[src/rtl/core/hpq_pkg.sv]
// ----------------------------------------------------------------------------
// Heap priority queue package
// Sizes, shared types and helper functions for the level-organized binary
// heap: one cell and one store per tree level.
// ----------------------------------------------------------------------------
`default_nettype none

package hpq_pkg;

  localparam int DEPTH  = 256;
  localparam int KEY_W  = 32;

  localparam int LEVELS = $clog2(DEPTH + 1);
  localparam int IDX_W  = LEVELS - 1;
  localparam int LVL_W  = (LEVELS > 1) ? $clog2(LEVELS) : 1;
  localparam int CNT_W  = LEVELS;
  localparam int NODE_W = LEVELS + 1;

  localparam int LAST_SLOTS = DEPTH - (2 ** (LEVELS - 1)) + 1;
  localparam int LAST_AW    = (LAST_SLOTS > 1) ? $clog2(LAST_SLOTS) : 1;

  localparam int IO_KEY_W   = 32;
  localparam int TOTAL_W    = 9;
  localparam int STATUS_W   = 2;
  localparam int IN_DATA_W  = 32;
  localparam int IN_USER_W  = 1;
  localparam int OUT_DATA_W = 80;
  localparam int OUT_PAD_W  = OUT_DATA_W - (2 * IO_KEY_W + TOTAL_W + STATUS_W);

  localparam logic OP_INSERT = 1'b0;
  localparam logic OP_REMOVE = 1'b1;

  localparam logic [STATUS_W-1:0] ST_OK    = 2'd0;
  localparam logic [STATUS_W-1:0] ST_EMPTY = 2'd1;
  localparam logic [STATUS_W-1:0] ST_FULL  = 2'd2;

  typedef logic signed [KEY_W-1:0] key_t;

  typedef struct packed {
    logic             valid;
    logic             down;
    logic             phase;
    logic [IDX_W-1:0] pos;
    key_t             key;
  } tok_t;

  typedef struct packed {
    logic             en;
    logic [IDX_W-1:0] pos;
  } rd_req_t;

  typedef struct packed {
    logic             we;
    logic [IDX_W-1:0] waddr;
    key_t             wdata;
    logic             rea;
    logic [IDX_W-1:0] addra;
    logic             reb;
    logic [IDX_W-1:0] addrb;
  } ram_req_t;

  typedef struct packed {
    logic             rd_path;
    logic             rd_last;
    logic [LVL_W-1:0] tgt_lvl;
    logic [CNT_W-1:0] tgt_node1;
    logic [CNT_W-1:0] bound;
  } cell_ctl_t;

  typedef struct packed {
    logic done;
    logic root_we;
    key_t root_key;
  } sift_stat_t;

  function automatic logic ranks_before(key_t a, key_t b, logic mode);
    return mode ? (a < b) : (a > b);
  endfunction

  // Tree level of a node, given the node index plus one.
  function automatic logic [LVL_W-1:0] node_level(logic [CNT_W-1:0] n1);
    logic [LVL_W-1:0] r;
    r = '0;
    for (int i = 0; i < CNT_W; i++) begin
      if (n1[i]) begin
        r = LVL_W'(i);
      end
    end
    return r;
  endfunction

endpackage

`default_nettype wire

[src/rtl/core/hpq_ram.sv]
// ----------------------------------------------------------------------------
// Heap level store
// One write port and two read ports with registered read data.
// ----------------------------------------------------------------------------
`default_nettype none

module hpq_ram
  import hpq_pkg::*;
#(
  parameter int ADDR_W = 1
) (
  input  logic              clk,
  input  logic              we,
  input  logic [ADDR_W-1:0] waddr,
  input  key_t              wdata,
  input  logic              rea,
  input  logic [ADDR_W-1:0] addra,
  output key_t              rda,
  input  logic              reb,
  input  logic [ADDR_W-1:0] addrb,
  output key_t              rdb
);

  key_t mem [2 ** ADDR_W];

  always_ff @(posedge clk) begin
    if (we) begin
      mem[waddr] <= wdata;
    end
    if (rea) begin
      rda <= mem[addra];
    end
    if (reb) begin
      rdb <= mem[addrb];
    end
  end

endmodule

`default_nettype wire

[config.mk]
export PLATFORM = sky130hd
export DESIGN_NAME = hpq_ram
export DESIGN_NICKNAME = d
export VERILOG_FILES = /design/src/rtl/core/hpq_pkg.sv /design/src/rtl/core/hpq_ram.sv
export SDC_FILE = /design/constraint.sdc
export NUM_CORES = 1
export LEC_CHECK = 0
export BUFFER_PORTS_ARGS = -buffer_cell sky130_fd_sc_hd__buf_2
export CAP_MARGIN = 20
export CORE_ASPECT_RATIO = 1.75
export CORE_UTILIZATION = 50
export DETAILED_ROUTE_END_ITERATION = 16
export GPL_ROUTABILITY_DRIVEN = 0
export PLACE_DENSITY = 0.71
export SYNTH_ARGS = -nofsm -noshare
export SYNTH_HDL_FRONTEND = slang
export SYNTH_SLANG_ARGS = --single-unit
[constraint.sdc]
create_clock -name clk -period 2.7 [get_ports clk]
set_input_delay 0.27 -clock clk [delete_from_list [all_inputs] [get_ports clk]]
set_output_delay 0.27 -clock clk [all_outputs]
set_load 0.05 [all_outputs]
# After elaboration in Yosys (flattened, before gate mapping)

Memory sizes are Yosys's and may differ from the RTL's. A register that Yosys moved wholly into a read port is not among the register bits.
Index checks and enable logic that the tools add are counted.

Input bits: 39
Bits in registers: 0
Logic and storage cells: 3
Memory bits (writable): 64
Bits in latches: 0
ROM bits: 0
Memories kept: 1

Add/sub/neg operators: 0
Shift operators: 0
Multiply operators: 0
Divide/modulo/power cells: 0
Bitwise logic cells: 0
Order comparisons: 0
Eq/ne operators: 0
Reduce and logical (&&, ||, !) cells: 0
Muxes and demuxes: 2

Memories:

| name | depth | bits a word | rd ports | clocked after memory_dff | write ports | line          | text |
|---|---|---|---|---|---|---|---|
| mem  | 2     | 32          | 2        | 2                        | 1           | hpq_ram.sv:24 | `key_t mem [2 ** ADDR_W];` |

Operators with widths:

| cell   | number |
|---|---|
| $mux 1 | 2 |

# Depth between registers and ports, before layout

Word-level depth: 2
Gate-level depth with buffers: 3
Mapped depth without buffers: 1

# Least setup slack after synthesis

No wires, ideal clock.

Kind: input -> register
Start: input waddr
End: memory mem[0][0] (netlist bit), enable pin
Data required time: 2.275 ns
Cell stages on the path: 1
Setup slack: 0.552 ns
Arrival time: 1.722 ns
Buffers on the path: 0
Library setup time: 0.425 ns
Path through: nor2b_1

RTL lines:

| element     | line          | text |
|---|---|---|
| from (decl) | hpq_ram.sv:14 | `input logic [ADDR_W-1:0] waddr,` |
| to (decl)   | hpq_ram.sv:24 |  |

No word-level cell before the write port.

# Worst setup path in the final report

Start: register rda[2], read port of mem
End: output rda[2]

RTL lines:

| element     | line          | text |
|---|---|---|
| from (decl) | hpq_ram.sv:18 | `output key_t rda,` |

No word-level cell between the ends.

==> run_results.csv <==
group,metric,value,unit
run_status,status,"finished, final reports clean",
logic_synthesis,yosys_warnings,0,
grt,track_usage,16.1,%
layout,multi_input_area,967,sq um
critical_path,cpPeakStageDelay,410,ps
layout,diodes,0,
grt,grt_overflow,0,
placed_design,hpwl,4890,um
timing,setup_violations,0,
timing,drv_slew,0,
timing,rsz0062_at_grt,"false",
clocking,path_clk_slew,50,ps
clocking,clockBufferDepth,2,
critical_path,setup.worst_path.class,"register to output pin",
clocking,cts_resized,0,
logic_synthesis,ys_seq_area_share,77.7,%
clocking,cts_tree,"built",
floorplan,die_h,134,um
layout,final_common_cell,"edfxtp_1",
logic_synthesis,yosys.area.top_type_share,77.7,%
clocking,hold_buffers,0,
grt,grt_pass1_wl,11700,um
critical_path,cp_slowest_cell,"edfxtp_1",
detailed_routing,via_per_inst,4.89,
critical_path,critPathTopFamily,"flip-flops",
logic_synthesis,ys_ff_latch,128,
critical_path,start_kind,"register",
critical_path,cp-end-kind,"output pin",
timing,slew_headroom,47.0,%
critical_path,path_buf_inv,1,
floorplan,io_pins,103,
timing,period_share,48.4,%
layout,most-common-layout-cells,"128 x edfxtp_1, 102 x buf_2, 60 x mux2_4",
power_and_ir_drop,leakage,0.00239,uW
grt,grt_pass1_vias,2364,
layout,drive_gt1_share,58.5,%
logic_synthesis,avgSynthCellArea,24.5,sq um
floorplan,start_util,51.9,%
grt,antenna_found_initial,0,
critical_path,crit_fanout,1,
floorplan,dieArea,10300,sq um
logic_synthesis,yosysTopAreaCell,"edfxtp_1",
critical_path,arrival,1040,ps
detailed_routing,ant_nets,0,
detailed_routing,routed-via-count,2187,
detailed_routing,drc_errors,0,
timing,fmax,765,MHz
layout,nets,357,
critical_path,critical_path_required,2430,ps
power_and_ir_drop,powerDensity,802,nW/um^2
layout,syn2layout_area_growth,20.7,%
logic_synthesis,synth.net_count,241,
logic_synthesis,syn_inst,202,
grt,grt_max_degree,33,
placed_design,portBuffers,102,
logic_synthesis,netlist_area,4940,sq um
layout,seq_area,3840,sq um
floorplan,die_w,77.2,um
clocking,cts-buffers-inserted,17,
floorplan,core,9530,sq um
clocking,h-tree-depth,4,
timing,fin_crit,1310,ps
power_and_ir_drop,peakVddDrop,0.488,mV
timing,fin_setup_tns,0,ps
clocking,cts_num_sinks,128,
timing,tightest_slew,795,ps
timing,holdWs,58.7,ps
critical_path,path_cells,"buf_2",
clocking,cts-root-buf,"clkbuf_16",
detailed_routing,wl_per_cell,16.9,um
logic_synthesis,synthTopCellsByArea,"edfxtp_1 78%, mux2_4 18%, buf_12 2.4%, mux2_2 0.91%, buf_6 0.46%",
timing,hold_violations,0,
detailed_routing,drtPass1Iterations,4,
worst_hold_path,hp-class,"primary input to register",
floorplan,num_rows,47,
clocking,postCtsSetupBuffers,0,
detailed_routing,wl,7550,um
layout,fill_cells,740,
logic_synthesis,yosysUniqueCellTypes,7,
clocking,clock_latency,400,ps
job,drv_cap,0,
timing,fin_worst_skew,4.49,ps
detailed_routing,drtIter0Drc,62,
-- Yosys cell counts (all sizes together) --
library cell  count
edfxtp          128
nor2b             1
buf               8
mux2             64
and2              1
-- flip-flops by register name (all words and copies together), names as in the netlist --
register	count
rdb	32
rda	32
mem	64
-- final cells by class --
class / instances / area share (%)
clock buffer: 21 / 7.38
clock inverter: 5 / 0.356
multi-input combinational: 66 / 16.2
sequential: 128 / 64.4
tap: 122 / 2.56
timing repair buffer: 105 / 9.14
-- report_power, final --
group	switching [uW]	leakage, uW	total, uW	internal [uW]
Combinational	373	0.000940	569	196
Clock	685	0.000227	1810	1120
Sequential	51.1	0.00123	2420	2360
Total	1110	0.00239	4790	3680
-- path summary, 6_finish.rpt --
| path | start | endpoint | slack [ps] | cells past startpoint |
|---|---|---|---|---|
| max | rda[2]$_DFFE_PP_ | rda[2] | 1390 | 1 |
| min | wdata[14] | mem[1][14]$_DFFE_PP_ | 60 | 1 |
| max reg2reg | mem[0][18]$_DFFE_PP_ | rdb[18]$_DFFE_PP_ | 1750 | 1 |
| min reg2reg | mem[0][30]$_DFFE_PP_ | rdb[30]$_DFFE_PP_ | 570 | 1 |
-- metrics by stage --
stage,instances,worst slack (ps),total power [uW],area [sq um],utilization (%)
floorplan,202,552,2890,4940,-
global placement,421,1070,3010,5510,57.8
detailed placement,421,1040,3030,5510,57.8
CTS,447,1350,4830,5970,62.7
global route,447,1360,4940,5970,62.7
finish,447,1390,4790,5970,62.7
-- cells by family (layout without fill, tap and decap cells) --
logic type,Yosys count,in the layout,share of synthesized area (%)
buffers and inverters,8,131,2.88
flip-flops,128,128,77.7
multiplexers,64,64,19.1
AND/OR/NAND/NOR,2,2,0.253
-- metal layers --
metal / vias up / GRT usage [%] / wire [um]
met1: 1082 / 14.9 / 2670
met5: - / 0 / 0
met4: 0 / 9.75 / 108
met3: 9 / 4.18 / 317
met2: 65 / 30.4 / 4460
li1: 1031 / - / -
Note: power is estimated with default switching activity, not from simulation.
