## src/rtl/core/hpq_pkg.sv

```systemverilog
// ----------------------------------------------------------------------------
// Heap priority queue package
// Sizes, shared types and helper functions for the level-organized binary
// heap: one cell and one store per tree level.
// ----------------------------------------------------------------------------
`default_nettype none

package hpq_pkg;

  localparam int DEPTH  = 256;
  localparam int KEY_W  = 32;

  localparam int LEVELS = $clog2(DEPTH + 1);
  localparam int IDX_W  = LEVELS - 1;
  localparam int LVL_W  = (LEVELS > 1) ? $clog2(LEVELS) : 1;
  localparam int CNT_W  = LEVELS;
  localparam int NODE_W = LEVELS + 1;

  localparam int LAST_SLOTS = DEPTH - (2 ** (LEVELS - 1)) + 1;
  localparam int LAST_AW    = (LAST_SLOTS > 1) ? $clog2(LAST_SLOTS) : 1;

  localparam int IO_KEY_W   = 32;
  localparam int TOTAL_W    = 9;
  localparam int STATUS_W   = 2;
  localparam int IN_DATA_W  = 32;
  localparam int IN_USER_W  = 1;
  localparam int OUT_DATA_W = 80;
  localparam int OUT_PAD_W  = OUT_DATA_W - (2 * IO_KEY_W + TOTAL_W + STATUS_W);

  localparam logic OP_INSERT = 1'b0;
  localparam logic OP_REMOVE = 1'b1;

  localparam logic [STATUS_W-1:0] ST_OK    = 2'd0;
  localparam logic [STATUS_W-1:0] ST_EMPTY = 2'd1;
  localparam logic [STATUS_W-1:0] ST_FULL  = 2'd2;

  typedef logic signed [KEY_W-1:0] key_t;

  typedef struct packed {
    logic             valid;
    logic             down;
    logic             phase;
    logic [IDX_W-1:0] pos;
    key_t             key;
  } tok_t;

  typedef struct packed {
    logic             en;
    logic [IDX_W-1:0] pos;
  } rd_req_t;

  typedef struct packed {
    logic             we;
    logic [IDX_W-1:0] waddr;
    key_t             wdata;
    logic             rea;
    logic [IDX_W-1:0] addra;
    logic             reb;
    logic [IDX_W-1:0] addrb;
  } ram_req_t;

  typedef struct packed {
    logic             rd_path;
    logic             rd_last;
    logic [LVL_W-1:0] tgt_lvl;
    logic [CNT_W-1:0] tgt_node1;
    logic [CNT_W-1:0] bound;
  } cell_ctl_t;

  typedef struct packed {
    logic done;
    logic root_we;
    key_t root_key;
  } sift_stat_t;

  function automatic logic ranks_before(key_t a, key_t b, logic mode);
    return mode ? (a < b) : (a > b);
  endfunction

  // Tree level of a node, given the node index plus one.
  function automatic logic [LVL_W-1:0] node_level(logic [CNT_W-1:0] n1);
    logic [LVL_W-1:0] r;
    r = '0;
    for (int i = 0; i < CNT_W; i++) begin
      if (n1[i]) begin
        r = LVL_W'(i);
      end
    end
    return r;
  endfunction

endpackage

`default_nettype wire

```

## src/rtl/core/hpq_cell.sv

```systemverilog
// ----------------------------------------------------------------------------
// Heap level cell
// Owns one tree level. Handles the sift token while it sits on this level:
// one compare step toward the root on insert, a child read and a compare
// step toward the leaves on remove.
// ----------------------------------------------------------------------------
`default_nettype none

module hpq_cell
  import hpq_pkg::*;
(
  input  logic             clk,
  input  logic             rst,
  input  logic [LVL_W-1:0] level,
  input  logic             mode,
  input  cell_ctl_t        ctl,
  input  tok_t             tok_in,
  input  key_t             par_a,
  input  rd_req_t          par_req,
  input  key_t             kid_a,
  input  key_t             kid_b,
  output ram_req_t         ram,
  output rd_req_t          kid_req,
  output tok_t             pass_up,
  output tok_t             pass_dn,
  output logic             done
);

  tok_t              tok;
  tok_t              tok_next;
  logic [IDX_W-1:0]  path_idx;
  logic [IDX_W-1:0]  path_addr;
  logic [LVL_W-1:0]  shamt;
  logic [CNT_W-1:0]  path_sel;
  logic [IDX_W-1:0]  lvl_mask;
  logic              path_hit;
  logic              last_hit;
  logic [IDX_W-1:0]  lpos;
  logic [NODE_W-1:0] lnode;
  logic [NODE_W-1:0] rnode;
  logic              l_ok;
  logic              r_ok;
  logic              go_up;
  logic              take_l;
  logic              take_r;

  // Slot of this level on the root path of the target node.
  assign shamt     = ctl.tgt_lvl - level;
  assign path_sel  = ctl.tgt_node1 >> shamt;
  assign lvl_mask  = IDX_W'((NODE_W'(1) << level) - NODE_W'(1));
  assign path_addr = IDX_W'(path_sel) & lvl_mask;
  assign path_hit  = ctl.rd_path && (level <= ctl.tgt_lvl);
  assign last_hit  = ctl.rd_last && (level == ctl.tgt_lvl);

  assign lpos  = IDX_W'({tok.pos, 1'b0});
  assign lnode = (NODE_W'(1) << ({1'b0, level} + (LVL_W + 1)'(1))) - NODE_W'(1)
                 + NODE_W'(lpos);
  assign rnode = lnode + NODE_W'(1);
  assign l_ok  = lnode < NODE_W'(ctl.bound);
  assign r_ok  = rnode < NODE_W'(ctl.bound);

  always_comb begin
    ram      = '0;
    kid_req  = '0;
    pass_up  = '0;
    pass_dn  = '0;
    done     = 1'b0;
    go_up    = 1'b0;
    take_l   = 1'b0;
    take_r   = 1'b0;
    tok_next = tok;

    if (path_hit || last_hit) begin
      ram.rea   = 1'b1;
      ram.addra = path_addr;
    end else if (par_req.en) begin
      ram.rea   = 1'b1;
      ram.addra = IDX_W'({par_req.pos, 1'b0});
      ram.reb   = 1'b1;
      ram.addrb = IDX_W'({par_req.pos, 1'b1});
    end

    if (tok.valid) begin
      if (!tok.down) begin
        go_up          = (level != '0) && ranks_before(tok.key, par_a, mode);
        ram.we         = 1'b1;
        ram.waddr      = path_idx;
        ram.wdata      = go_up ? par_a : tok.key;
        pass_up        = tok;
        pass_up.valid  = go_up;
        done           = !go_up;
        tok_next.valid = 1'b0;
      end else if (!tok.phase) begin
        kid_req.en     = 1'b1;
        kid_req.pos    = tok.pos;
        tok_next.phase = 1'b1;
      end else begin
        take_l = l_ok && ranks_before(kid_a, tok.key, mode);
        take_r = r_ok && (take_l ? ranks_before(kid_b, kid_a, mode)
                                 : ranks_before(kid_b, tok.key, mode));
        ram.we         = 1'b1;
        ram.waddr      = tok.pos;
        ram.wdata      = take_r ? kid_b : (take_l ? kid_a : tok.key);
        pass_dn.valid  = take_l || take_r;
        pass_dn.down   = 1'b1;
        pass_dn.phase  = 1'b0;
        pass_dn.pos    = IDX_W'({tok.pos, take_r});
        pass_dn.key    = tok.key;
        done           = !(take_l || take_r);
        tok_next.valid = 1'b0;
      end
    end

    if (tok_in.valid) begin
      tok_next = tok_in;
    end
  end

  always_ff @(posedge clk) begin
    if (rst) begin
      tok <= '0;
    end else begin
      tok <= tok_next;
    end
  end

  always_ff @(posedge clk) begin
    if (path_hit) begin
      path_idx <= path_addr;
    end
  end

endmodule

`default_nettype wire

```

## config.mk

```make
export PLATFORM = sky130hd
export DESIGN_NAME = hpq_cell
export DESIGN_NICKNAME = d
export VERILOG_FILES = /design/src/rtl/core/hpq_pkg.sv /design/src/rtl/core/hpq_cell.sv
export SDC_FILE = /design/constraint.sdc
export NUM_CORES = 1
export LEC_CHECK = 0
export BUFFER_PORTS_ARGS = -buffer_cell sky130_fd_sc_hd__buf_2
export CORE_AREA = 2 2 129 131
export CTS_BUF_LIST = sky130_fd_sc_hd__clkbuf_4
export CTS_CLUSTER_DIAMETER = 40
export DETAILED_ROUTE_END_ITERATION = 12
export DIE_AREA = 0 0 131 133
export GPL_TIMING_DRIVEN = 0
export PLACE_DENSITY = 0.89
export SETUP_SLACK_MARGIN = 0.5
export SYNTH_ARGS = -nofsm -noshare
export SYNTH_HDL_FRONTEND = slang
export SYNTH_SLANG_ARGS = --single-unit
```

## constraint.sdc

```tcl
create_clock -name clk -period 11.79 [get_ports clk]
set_clock_uncertainty 0.1 [all_clocks]
set_input_delay 1.7685 -clock clk [delete_from_list [all_inputs] [get_ports clk]]
set_output_delay 1.7685 -clock clk [all_outputs]
set_load 0.02 [all_outputs]
```

Yosys cells after proc, flatten, opt, wreduce, memory -nomap -nowiden. Cells that the tools add are included.

$add $sub $neg: 6. $lt $le $gt $ge: 11. Equal/unequal tests: 1. Shifts and indexed selects: 3. Mux-type cells: 31. Bitwise operators: 1. Reduce and logical (&&, ||, !) cells: 13.

Operators with widths (number): $mux W43 (6); $gt A32 B32 Y1 (4); $lt A32 B32 Y1 (4); $mux W41 (3); $mux W32 (3); $mux W9 (5); $lt A10 B9 Y1 (2); $mux W18 (1); $mux W1 (13); $add A10 B1 Y10 const B (1); $add A10 B8 Y10 (1); $shl A1 B5 Y10 const A (1); $sub A10 B1 Y10 const B (1); $shr A9 B4 Y8 (1); $and A8 B8 Y8 (1); $shl A1 B4 Y8 const A (1); $sub A8 B2 Y8 const B (1); $add A4 B1 Y5 const B (1); $logic_and A1 B1 Y1 (5); $eq A4 B4 Y1 (1); $le A4 B4 Y1 (1); $reduce_bool A2 Y1 (2); $reduce_bool A4 Y1 (1); $sub A4 B4 Y4 (1); 3 further kinds (5).

Bits in registers: 51. Input bits: 179. Output and inout bits: 155.

Logic depth before layout (Yosys ltp).
Depth after elaboration: 13. Gate-level depth with buffers: 24. Mapped depth without buffers: 22.

Least setup slack after synthesis. No wires, ideal clock.

Path kind: input -> output. Start point: input level[2]. End point: output ram[41] in the netlist's numbering. Data arrival time: 6.825 ns. Setup slack: 3.096 ns. Stages: 24. Buffers on the path: 3. Cell sequence: clkbuf_1 -> inv_1 -> ha_1 -> buf_1 -> nand2_1 -> ha_1 -> inv_1 -> ha_1 -> fa_1 -> a21o_1 -> a21oi_1 -> xnor2_1 -> and3_1 -> nand3_1 -> xnor2_1 -> ha_1 -> and3_1 -> a221o_1 -> a211o_1 -> nand2_2 -> o211ai_1 -> nor2_1 -> buf_2 -> a221o_1.

RTL lines: from (decl) (line hpq_cell.sv:14) `input logic [LVL_W-1:0] level,`; to (decl) (line hpq_cell.sv:22) `output ram_req_t ram,`.

==> metrics.txt <==
status complete, no violations; non-filler cells, final 1779; slowest CP cell fa_1; Final Max Slew Viols 0; min Tclk post-route 9980 ps; Clock Latency Late Sink ~440 ps; #FFs+latches synth 51; dpl cell area 10800 sq um; initial antenna violation count 1; hold buffer count at cts 0; f_max 100 MHz; Total Nets Final 1906; # diodes 0; RSZ-0062 raised after global routing no; met3 GRT Util 5.54%; Clock Root Buffer clkbuf_4; CP max stage delay 430 ps; Post-CTS Setup Bufs 0; Syn Area/Cell 7.24 sq um; H-tree depth 2; die height 133 um; sequential area share after synthesis 12.4%; Placed Instances ~1.8k; gr ovfl total 0; startpoint types primary input; IO Pins 334; Gate power share between 60% and 70%; Worst EP arrival between 8000 and 9000 ps; Setup crit start level[2]; P_sw 404 uW; Routed wire per std cell 18.5 um; post-synthesis cell area roughly 8900 sq um; Pleak between 5 and 6 nW; CORE AREA approximately 16000 sq um; area delta synth->final 22.3%; Reg2Reg Capture Point tok[42]; IO Port Bufs 327; Total Power 821 uW; CTS tree built; design area 10800 sq um; Max Root-Sink Buffers 2; max cap viols 0; commonest non-fill, non-tap cells in the layout buf_2, ha_1, nor2_1; Seq pwr share ~25%; Worst Max-Slew Pin Slew 828 ps; Setup CP Type primary input to output pin; final worst slack ~1800 ps; Req. time, crit path ~9900 ps; Final Hold Fails 0; power share of the clock group between 10% and 20%; via count 10.6k; Critical Path Most Common Cell ha_1; Synth async-reset ratio 0%; Pwr Density about 76 nW/um^2; overall global routing resource usage 36.3%; Ys Warns 0; sw frac around half; Pre-Repair DR Iteration Count 6; First DRT Iteration DRCs 774; CTS Buf Count 5; max_slew headroom about 45%; proportion of layout cells with a drive suffix above 1 a little under a quarter; crit share post-route 84.7%; ys flop type dfxtp_1; internal power roughly 420 uW; EDFF count, synth 8; clk sinks 51; DRC violations left 0; Register-to-Register Path Depth 5; GR Util met2 62.8%; crit path to ram[48]; Worst Setup End Kind output pin; commonest non-fill, non-tap cell in the layout buf_2; unique cell type count in the Yosys netlist 75; pre-CTS setup slack 1930 ps; clock slew at reported path FFs 180 ps; Post-CTS Resized 0; crit path max fanout 10; Layout fillers 1481; pin count of the biggest net entering global routing 18; smallest hold slack 432 ps; via-per-instance ratio ~6; synthesized instance count 1223; die footprint 17400 sq um; global-route wire length before repair between 40000 and 50000 um; reg2reg setup slack 10220 ps; ANT nets after route 0; Starting Density 54.7%; vias in the first global route 9915; Most Crowded Layer GR met2; worst vdd ir 0.0572 mV; Reg-to-Reg Start tok[41]; Routability Congestion 0.960; hpwl dp 27600 um; row count 47; overall routed net length approximately 33000 um; endpoints failing setup 0; met1 Use GR 43.0%; Final Core Density 66.9%; Die W around 130 um; setup tns final 0 ps; hold crit path type flop to flop
[flip-flops by register name, summed over array words and instances (netlist names)]
register	count
path_idx	8
lpos	7
tok	36
[power by group through the flow]
stage	sequential, mW	clock [mW]	combinational (mW)
6_report	0.202	0.100	0.518
5_1_grt	0.203	0.106	0.572
4_1_cts	0.201	0.0998	0.509
3_3_place_gp	0.205	0	0.489
2_1_floorplan	0.201	0	0.351
3_5_place_dp	0.205	0	0.506
[cell usage after synthesis (6+ instances only)]
library cell | number | area share, %
a211oi_1 | 14 | 1.2
a21o_1 | 24 | 2.0
a21oi_1 | 90 | 5.1
a221o_1 | 32 | 3.6
a31oi_1 | 6 | 0.42
and3_1 | 9 | 0.64
and4_1 | 7 | 0.69
buf_1 | 8 | 0.34
buf_2 | 6 | 0.34
buf_4 | 6 | 0.51
clkbuf_1 | 44 | 1.9
dfxtp_1 | 43 | 9.7
edfxtp_1 | 8 | 2.7
ha_1 | 167 | 24
inv_1 | 150 | 6.4
mux2i_1 | 59 | 6.7
nand2_1 | 68 | 2.9
nand2b_1 | 6 | 0.42
nand3_1 | 46 | 2.6
nand3b_1 | 8 | 0.68
nand4_1 | 24 | 1.7
nor2_1 | 155 | 6.6
nor2b_1 | 13 | 0.92
nor3_1 | 24 | 1.4
o211ai_1 | 7 | 0.59
o21ai_0 | 78 | 4.4
o41ai_1 | 6 | 0.59
xnor2_1 | 8 | 0.79
xor2_1 | 9 | 0.89
[worst min path at each step]
stage / startpoint / to / slack [ps] / cells past startpoint
6_report: lpos[3] / lpos[3] / 430 / 2
5_1_grt: lpos[5] / lpos[5] / 460 / 2
4_1_cts: lpos[2] / lpos[2] / 430 / 2
3_5_place_dp: lpos[7] / lpos[7] / 400 / 2
3_3_place_gp: lpos[3] / lpos[3] / 370 / 2
2_1_floorplan: lpos[1] / lpos[1] / 360 / 2
[per-layer routing]
metal / wire length, um / share of wire [%]
met3: 3170 / 9.6
met2: 15700 / 48
met1: 12300 / 38
met4: 1720 / 5.2
met5: 13 / 0.039
[layout make-up]
type | count | area [sq um] | area share [%]
clock buffers | 5 | 37.5 | 0.347
clock inverters | 3 | 22.5 | 0.208
well taps | 220 | 275 | 2.54
plain buffers | 64 | 270 | 2.50
inverters | 151 | 567 | 5.24
repair buffers | 327 | 1640 | 15.1
flip-flops and latches | 51 | 1100 | 10.2
multi-input cells | 958 | 6920 | 63.9
[logic make-up after synthesis]
family / Yosys count / synth area share [%]
multiplexers: 67 / 8.33
buffers and inverters: 215 / 9.46
AO/OA/AOI/OAI: 308 / 22.7
adder cells (fa/ha/maj): 169 / 24.1
XOR/XNOR: 17 / 1.68
other: 1 / 0.0424
flip-flops: 51 / 12.4
AND/OR/NAND/NOR: 395 / 21.3
[worst max-delay path, delay by kind of cell]
family / cells / cell delay (ps)
AOI/OAI and AO/OA: 6 / 1480
xor gates and xnor gates: 2 / 480
adders and majority gates: 5 / 1590
buffers and inverters: 7 / 1540
and+or+nand+nor: 5 / 1250
(Power assumes the default switching activity.)
