==> config.mk <==
export PLATFORM = sky130hd
export DESIGN_NAME = hpq_ctrl
export DESIGN_NICKNAME = d
export VERILOG_FILES = /design/src/rtl/core/hpq_pkg.sv /design/src/rtl/core/hpq_ctrl.sv
export SDC_FILE = /design/constraint.sdc
export NUM_CORES = 1
export LEC_CHECK = 0
export BUFFER_PORTS_ARGS = -buffer_cell sky130_fd_sc_hd__buf_2
export CAP_MARGIN = 25
export CORE_AREA = 2 2 198 200
export CTS_BUF_LIST = sky130_fd_sc_hd__clkbuf_8 sky130_fd_sc_hd__clkbuf_16
export CTS_CLUSTER_SIZE = 28
export DETAILED_ROUTE_END_ITERATION = 12
export DIE_AREA = 0 0 200 202
export PLACE_DENSITY = 0.62
export SLEW_MARGIN = 20
export SYNTH_ARGS = -nofsm -noshare
export SYNTH_HDL_FRONTEND = slang
export SYNTH_SLANG_ARGS = --single-unit
==> constraint.sdc <==
create_clock -name clk -period 12.6 [get_ports clk]
set_input_delay 0 -clock clk [delete_from_list [all_inputs] [get_ports clk]]
set_output_delay 0 -clock clk [all_outputs]
set_load 0.02 [all_outputs]
==> src/rtl/core/hpq_pkg.sv <==
// ----------------------------------------------------------------------------
// Heap priority queue package
// Sizes, shared types and helper functions for the level-organized binary
// heap: one cell and one store per tree level.
// ----------------------------------------------------------------------------
`default_nettype none

package hpq_pkg;

  localparam int DEPTH  = 256;
  localparam int KEY_W  = 32;

  localparam int LEVELS = $clog2(DEPTH + 1);
  localparam int IDX_W  = LEVELS - 1;
  localparam int LVL_W  = (LEVELS > 1) ? $clog2(LEVELS) : 1;
  localparam int CNT_W  = LEVELS;
  localparam int NODE_W = LEVELS + 1;

  localparam int LAST_SLOTS = DEPTH - (2 ** (LEVELS - 1)) + 1;
  localparam int LAST_AW    = (LAST_SLOTS > 1) ? $clog2(LAST_SLOTS) : 1;

  localparam int IO_KEY_W   = 32;
  localparam int TOTAL_W    = 9;
  localparam int STATUS_W   = 2;
  localparam int IN_DATA_W  = 32;
  localparam int IN_USER_W  = 1;
  localparam int OUT_DATA_W = 80;
  localparam int OUT_PAD_W  = OUT_DATA_W - (2 * IO_KEY_W + TOTAL_W + STATUS_W);

  localparam logic OP_INSERT = 1'b0;
  localparam logic OP_REMOVE = 1'b1;

  localparam logic [STATUS_W-1:0] ST_OK    = 2'd0;
  localparam logic [STATUS_W-1:0] ST_EMPTY = 2'd1;
  localparam logic [STATUS_W-1:0] ST_FULL  = 2'd2;

  typedef logic signed [KEY_W-1:0] key_t;

  typedef struct packed {
    logic             valid;
    logic             down;
    logic             phase;
    logic [IDX_W-1:0] pos;
    key_t             key;
  } tok_t;

  typedef struct packed {
    logic             en;
    logic [IDX_W-1:0] pos;
  } rd_req_t;

  typedef struct packed {
    logic             we;
    logic [IDX_W-1:0] waddr;
    key_t             wdata;
    logic             rea;
    logic [IDX_W-1:0] addra;
    logic             reb;
    logic [IDX_W-1:0] addrb;
  } ram_req_t;

  typedef struct packed {
    logic             rd_path;
    logic             rd_last;
    logic [LVL_W-1:0] tgt_lvl;
    logic [CNT_W-1:0] tgt_node1;
    logic [CNT_W-1:0] bound;
  } cell_ctl_t;

  typedef struct packed {
    logic done;
    logic root_we;
    key_t root_key;
  } sift_stat_t;

  function automatic logic ranks_before(key_t a, key_t b, logic mode);
    return mode ? (a < b) : (a > b);
  endfunction

  // Tree level of a node, given the node index plus one.
  function automatic logic [LVL_W-1:0] node_level(logic [CNT_W-1:0] n1);
    logic [LVL_W-1:0] r;
    r = '0;
    for (int i = 0; i < CNT_W; i++) begin
      if (n1[i]) begin
        r = LVL_W'(i);
      end
    end
    return r;
  endfunction

endpackage

`default_nettype wire

==> src/rtl/core/hpq_ctrl.sv <==
// ----------------------------------------------------------------------------
// Heap queue controller
// Takes items, keeps the entry count, the root copy and the order mode,
// starts the sift token in the cell row and registers the result item.
// ----------------------------------------------------------------------------
`default_nettype none

module hpq_ctrl
  import hpq_pkg::*;
(
  input  logic                  clk,
  input  logic                  rst,
  input  logic                  s_tvalid,
  output logic                  s_tready,
  input  logic [IN_DATA_W-1:0]  s_tdata,
  input  logic [IN_USER_W-1:0]  s_tuser,
  output logic                  m_tvalid,
  input  logic                  m_tready,
  output logic [OUT_DATA_W-1:0] m_tdata,
  input  logic                  cfg_write,
  input  logic                  cfg_data,
  output logic                  mode,
  output cell_ctl_t             ctl,
  output tok_t                  launch,
  output logic [LVL_W-1:0]      launch_lvl,
  input  sift_stat_t            stat,
  input  key_t                  lvl_rd [LEVELS]
);

  typedef enum logic [5:0] {
    S_IDLE   = 6'b000001,
    S_INS_RD = 6'b000010,
    S_REM_RD = 6'b000100,
    S_REM_GO = 6'b001000,
    S_SIFT   = 6'b010000,
    S_FINISH = 6'b100000
  } state_t;

  state_t               state;
  logic [CNT_W-1:0]     count;
  key_t                 top_key;
  key_t                 removed;
  logic [STATUS_W-1:0]  status;
  key_t                 ins_key;
  logic [LVL_W-1:0]     tgt_lvl;
  logic [CNT_W-1:0]     tgt_node1;
  key_t                 out_removed;
  key_t                 out_top;
  logic [TOTAL_W-1:0]   out_total;
  logic [STATUS_W-1:0]  out_status;
  logic                 accept;
  logic                 in_op;
  key_t                 in_key;
  logic                 out_load;
  logic [CNT_W-1:0]     count_inc;

  assign s_tready  = (state == S_IDLE);
  assign accept    = s_tvalid && s_tready;
  assign in_op     = s_tuser[0];
  assign in_key    = key_t'(signed'(s_tdata[IO_KEY_W-1:0]));
  assign out_load  = (state == S_FINISH) && (!m_tvalid || m_tready);
  assign count_inc = count + CNT_W'(1);

  always_ff @(posedge clk) begin
    if (rst) begin
      state    <= S_IDLE;
      mode     <= 1'b0;
      count    <= '0;
      top_key  <= '0;
      m_tvalid <= 1'b0;
    end else begin
      if (cfg_write) begin
        mode <= cfg_data;
      end
      if (stat.root_we) begin
        top_key <= stat.root_key;
      end
      if (out_load) begin
        m_tvalid <= 1'b1;
      end else if (m_tready) begin
        m_tvalid <= 1'b0;
      end
      unique case (state)
        S_IDLE: begin
          if (accept) begin
            if (in_op == OP_INSERT) begin
              if (count == CNT_W'(DEPTH)) begin
                state <= S_FINISH;
              end else begin
                count <= count_inc;
                state <= S_INS_RD;
              end
            end else begin
              if (count == '0) begin
                state <= S_FINISH;
              end else begin
                count <= count - CNT_W'(1);
                if (count == CNT_W'(1)) begin
                  top_key <= '0;
                  state   <= S_FINISH;
                end else begin
                  state <= S_REM_RD;
                end
              end
            end
          end
        end
        S_INS_RD: state <= S_SIFT;
        S_REM_RD: state <= S_REM_GO;
        S_REM_GO: state <= S_SIFT;
        S_SIFT: begin
          if (stat.done) begin
            state <= S_FINISH;
          end
        end
        S_FINISH: begin
          if (out_load) begin
            state <= S_IDLE;
          end
        end
        default: state <= S_IDLE;
      endcase
    end
  end

  always_ff @(posedge clk) begin
    if (accept) begin
      ins_key <= in_key;
      if (in_op == OP_INSERT) begin
        tgt_node1 <= count_inc;
        tgt_lvl   <= node_level(count_inc);
        removed   <= '0;
        status    <= (count == CNT_W'(DEPTH)) ? ST_FULL : ST_OK;
      end else begin
        tgt_node1 <= count;
        tgt_lvl   <= node_level(count);
        if (count == '0) begin
          removed <= '0;
          status  <= ST_EMPTY;
        end else begin
          removed <= top_key;
          status  <= ST_OK;
        end
      end
    end
    if (out_load) begin
      out_removed <= removed;
      out_top     <= top_key;
      out_total   <= TOTAL_W'(count);
      out_status  <= status;
    end
  end

  always_comb begin
    ctl           = '0;
    ctl.rd_path   = (state == S_INS_RD);
    ctl.rd_last   = (state == S_REM_RD);
    ctl.tgt_lvl   = tgt_lvl;
    ctl.tgt_node1 = tgt_node1;
    ctl.bound     = count;

    launch     = '0;
    launch_lvl = '0;
    if (state == S_INS_RD) begin
      launch.valid = 1'b1;
      launch.key   = ins_key;
      launch_lvl   = tgt_lvl;
    end else if (state == S_REM_GO) begin
      launch.valid = 1'b1;
      launch.down  = 1'b1;
      launch.key   = lvl_rd[tgt_lvl];
    end
  end

  assign m_tdata = {{OUT_PAD_W{1'b0}}, out_status, out_total,
                    IO_KEY_W'(out_top), IO_KEY_W'(out_removed)};

endmodule

`default_nettype wire

### Word-level counts from Yosys, hierarchy flattened

Cells that the tools add are included.

* word-level logic and storage cells: 91
* output and inout port bits: 154
* register bits after elaboration: 203
* latch bits: 0
* input port bits: 361
* memory bits (read-only): 0
* memories: 0
* memory bits (writable): 0

* multiply operators: 0
* muxes and demuxes: 49
* add/subtract/negate cells: 2
* reductions and logical operators: 10
* div/mod/pow operators: 0
* eq/ne operators: 13
* bitwise logic cells: 2
* shift operators: 0
* $lt $le $gt $ge: 1

Operators with widths (number)
* 32-bit two-way mux: 10
* 32-bit binary-select mux with 4-bit select: 1
* 4-bit two-way mux: 16
* 6-bit two-way mux: 7
* 9-bit two-way mux: 4
* 6-bit case mux with 5 select lines: 1
* 9-bit by 1-bit adder with 9-bit output, second input constant: 1
* 9-bit by 1-bit == test with 1-bit output, second input constant: 1
* 9-bit == test, second input constant: 1
* 9-bit zero test: 1
* 9-bit by 1-bit subtractor with 9-bit output, second input constant: 1
* 2-bit inequality test, second input constant: 4
* 1-bit two-way mux: 7
* 6-bit by 1-bit == test with 1-bit output, second input constant: 1
* 6-bit by 2-bit == test with 1-bit output, second input constant: 1
* 6-bit by 3-bit == test with 1-bit output, second input constant: 1
* 6-bit by 4-bit == test with 1-bit output, second input constant: 1
* 6-bit by 5-bit == test with 1-bit output, second input constant: 1
* 6-bit == test, second input constant: 1
* 2-bit two-way mux: 3
* 5-bit >= comparator, second input constant: 1
* 4-bit inverter with 5-bit output: 1
* 4-bit AND reduction: 1
* 2-bit OR reduction: 2
* 7 further kinds: 8

### Logic depth before layout (Yosys ltp)

* word-level depth: 10
* mapped depth: 9
* mapped depth without buffers: 7

### Least setup slack after synthesis

No wires, ideal clock.

* path type: register to register
* from: reg state[3]
* to: reg out_removed[0], enable pin
* required time: 12.091 ns
* stages on the path, launching flop included: 4
* setup slack: 8.141 ns
* buffers on the path: 0
* period minus slack after synthesis: 4.459 ns
* arrival: 3.951 ns
* library setup time: 0.509 ns
* cells stage by stage: dfxtp_1 nor3_1 nand3_1 nor2_1

* longest elaborated chain between the ends: 2

RTL lines
* start: declaration: line hpq_ctrl.sv:39 `state_t state;`
* start signal: assignment: line hpq_ctrl.sv:66 `state <= S_IDLE;`
* start signal: assignment: line hpq_ctrl.sv:88 `state <= S_FINISH;`
* start signal: assignment: line hpq_ctrl.sv:91 `state <= S_INS_RD;`
* 6-bit == test: line hpq_ctrl.sv:61 `assign out_load = (state == S_FINISH) && (!m_tvalid || m_tready);`
* 1-bit logical AND: line hpq_ctrl.sv:61
* via out_load: line hpq_ctrl.sv:54 `logic out_load;`
* end signal: assignment: line hpq_ctrl.sv:147 `out_removed <= removed;`
* end: declaration: line hpq_ctrl.sv:47 `key_t out_removed;`

The timed path passes the listed nets, and every way through them passes these cells.
A chain may end at the register's enable or synchronous reset.

==> flow_summary.toml <==
[status]
status = "complete, no violations"

[timing]
drv_slew = 0
fin_crit_sh_pct = 27.1
tns_ps = 0
setup_viol = 0
fmax_mhz = 293
hold_viol_final = 0
grt_setup_unrepaired = "false"
maxSlewHeadroom_pct = 31.1
fin_skew_ps = 26.3
period_needed_ps = 3410
worst_slew_pin_slew_ps = 1030

[detailed_routing]
ant_nets = 0
vias_per_cell = 4.79
drt-initial-drc-count = 535
vias = 8786
wl_um = 44100
first_pass_iters = 5
drc = 0
wire_per_inst_um = 24.1

[global_route]
gr-total-overflow = 0
track_usage_pct = 20.9
antenna_found_initial = 37
grt_pass1_wl_um = 60800
grt_start_max_net_pins = 76
grt_pass1_vias = 9073

[setup_path]
cp-end-kind = "primary output"
reg2reg_slack_ps = 9240
worstPathMaxFanout = 49
crit_slowest_cell = "buf_4"
reg2reg_to = "state[5]$_SDFFE_PP0P_"
r2r_start = "state[5]$_SDFFE_PP0P_"
criticalPathCategory = "register to primary output"
arrival_ps = 3410
cp.required_ps = 12600
worst-r2r-cell-count = 7
cp-start-kind = "register"
critPathMaxStageDelay_ps = 800
crit_chain = "buf_4 -> mux4_2 -> mux2i_1 -> o21ai_0 -> buf_2"

[cts]
cts_resized = 0
cts_tree = "built"
htreeDepth = 1
cts-root-buf = "clkbuf_16"
clk_latency_ps = 550
path_clk_slew_ps = 60
cts_buffers = 25
clock_path_buffers = 3
cts_setup_buffers = 0
cts.sinks = 202

[synth]
synthMuxAreaShare_pct = 21.0
seq_area_frac_synth_pct = 55.6
yosys.area.top_type_share_pct = 45.8
netlist_area_sq_um = 10000
synth_xor_area_share_pct = 1.40
avgSynthCellArea_sq_um = 14.0
synthTopCellsByArea = "edfxtp_1 (46%), mux4_2 (14%), dfxtp_1 (9.8%)"
synth.distinct_cells = 62
yosys.area_share.simple_pct = 9.78
synth_warnings = 0
synth_compound_area_share_pct = 7.41
async_reset_ff_share_pct = 0
ys_seq_elements = 202
synthFlopType = "edfxtp_1"
synth-edff-count = 153
yosys.area.top_type = "edfxtp_1"
synth_top_family_by_area = "multiplexers"
synthCells = 719
synth_fa_ha_area_share_pct = 0.624

[layout]
layoutNonFillerInstCount = 1834
fillCellCount = 3732
fin_nets = 1638
multiInputGateArea_sq_um = 4100
regArea_sq_um = 5580
layout-drive-gt1-share_pct = 50.8
area_growth_pct = 46.1

[placed_design]
dp_hpwl_um = 33700
dp_cells = 1688
finalWeightedCongestion = 0.918
port_buffers = 500

[hold_path]
holdPathEnd = "ins_key[4]$_DFFE_PN_"
hold_start = "s_tdata[4]"
min_path_cells = 2
hold_path_class = "input pin to register"

[power_and_ir_drop]
p_leak_uw = 0.00622
ir_worst_vdd_uv = 126
powerDensity_nw_per_um2 = 169

[floorplan]
die_y_um = 202
initial_utilization_pct = 26.2
core_sq_um = 38300
rows = 72
io_pins = 515
die_w_um = 200
dieArea_sq_um = 40400

[flow_run]
drv_cap = 0
## per-layer routing
| layer | vias up | track usage [%] | part of all wire, % |
|---|---|---|---|
| li1 | 3897 | - | - |
| met1 | 4304 | 24.3 | 38 |
| met2 | 481 | 33.4 | 49 |
| met3 | 92 | 7.29 | 9.6 |
| met4 | 12 | 12.1 | 3.0 |
| met5 | - | 0 | 0.19 |
## cell type report
class	count	share of cell area, %
diodes	25	0.427
flip-flops and latches	202	38.0
clock buffers	25	4.27
multi-input cells	447	28.0
well taps	518	4.42
repair buffers	583	22.9
clock inverters	21	1.68
inverters	13	0.350
## placed cells by master (no fill, tap or decap), types with 5 or more instances in the layout
cell type / instances
and2_4: 30
nand4b_1: 5
nor3_1: 6
conb_1: 14
and2_1: 7
mux4_2: 64
buf_2: 500
bufinv_16: 5
dlygate4sd3_1: 74
xnor2_1: 10
buf_4: 7
dfxtp_1: 49
a21oi_1: 12
nor2_1: 59
nor2b_1: 5
nand3_1: 11
diode_2: 25
o21ai_0: 42
mux2i_1: 65
clkbuf_16: 25
a22oi_1: 32
nand2_1: 16
edfxtp_1: 153
ha_1: 5
xor2_1: 6
inv_1: 15
## Yosys cell counts, types with 2 or more instances
cell type / n
inv_1: 12
ha_1: 5
clkbuf_1: 21
nand4_1: 3
nor2_1: 60
dfxtp_1: 49
nand3_1: 11
or2_2: 2
buf_2: 20
or4bb_1: 2
and2_1: 7
nor2b_1: 5
nor3_1: 6
o21ai_1: 2
nand2b_1: 2
xnor2_1: 10
buf_6: 4
nor4_1: 4
nand2_1: 16
a31oi_1: 4
and2_4: 30
buf_4: 15
o22ai_1: 2
o21ai_0: 42
a22oi_1: 32
xor2_1: 6
buf_1: 10
nand4b_1: 5
mux4_2: 64
a2111oi_0: 2
nor4_2: 2
a211oi_1: 4
mux2i_1: 65
and3_1: 4
a21oi_1: 12
edfxtp_1: 153
## state kept, by name (all words and copies together), names as in the netlist
name and flops:
count 9, ins_key 32, m_tvalid 1, mode 1, out_removed 32, out_status 2
out_top 32, out_total 9, removed 32, state 6, status 2, tgt_lvl 4
tgt_node1 8, top_key 32
## cells by family after synthesis
kind of cell             Yosys count
XOR/XNOR                          16
adder cells (fa/ha/maj)            5
AO/OA/AOI/OAI                    115
AND/OR/NAND/NOR                  167
multiplexers                     130
other                              1
buffers and inverters             83
flip-flops                       202
## per-stage QoR
| step | utilization [%] | total power [uW] | instance area, sq um | hold WS (ps) | worst slack, ps |
|---|---|---|---|---|---|
| 5_1_grt | 38.3 | 2610 | 14700 | 156 | 8970 |
| 6_report | 38.3 | 2480 | 14700 | 167 | 9190 |
| 4_1_cts | 38.1 | 2520 | 14600 | 126 | 9140 |
| 3_3_place_gp | 33.8 | 1690 | 12900 | 177 | 9290 |
| 3_5_place_dp | 33.8 | 1720 | 13000 | 178 | 9260 |
| 2_1_floorplan | - | 1480 | 10100 | 98.9 | 8140 |
## worst max path at each step
| stage | from | to | slack [ps] | cells past startpoint |
|---|---|---|---|---|
| after detailed placement | state[5]$_SDFFE_PP0P_ | top_key[13]$_SDFF_PP0_ | 9260 | 7 |
| after CTS | tgt_lvl[0]$_DFFE_PN_ | launch[3] | 9140 | 5 |
| after global routing | tgt_lvl[0]$_DFFE_PN_ | launch[3] | 8970 | 5 |
| after floorplan | state[3]$_SDFFE_PP0P_ | out_removed[0]$_DFFE_PP_ | 8140 | 3 |
| after global placement | tgt_lvl[0]$_DFFE_PN_ | launch[3] | 9290 | 5 |
| final | tgt_lvl[0]$_DFFE_PN_ | launch[3] | 9190 | 5 |
## worst max-delay path: cells and delay by family, from the launching register on
family	cells	cell delay [ps]
compound gates	1	220
flops	1	760
buf+inv	2	1080
mux	2	730
## where the power goes
part	internal, uW	switching (uW)	leakage (uW)	total (uW)
registers	830	67.5	0.00185	898
logic	392	427	0.00395	818
clock network	467	299	0.000429	766
## timing repair
item,CTS,global route
hold endpoints to repair,81,0
endpoints found under the setup margin,0,0
hold buffers,74,0
(Power assumes the default switching activity.)
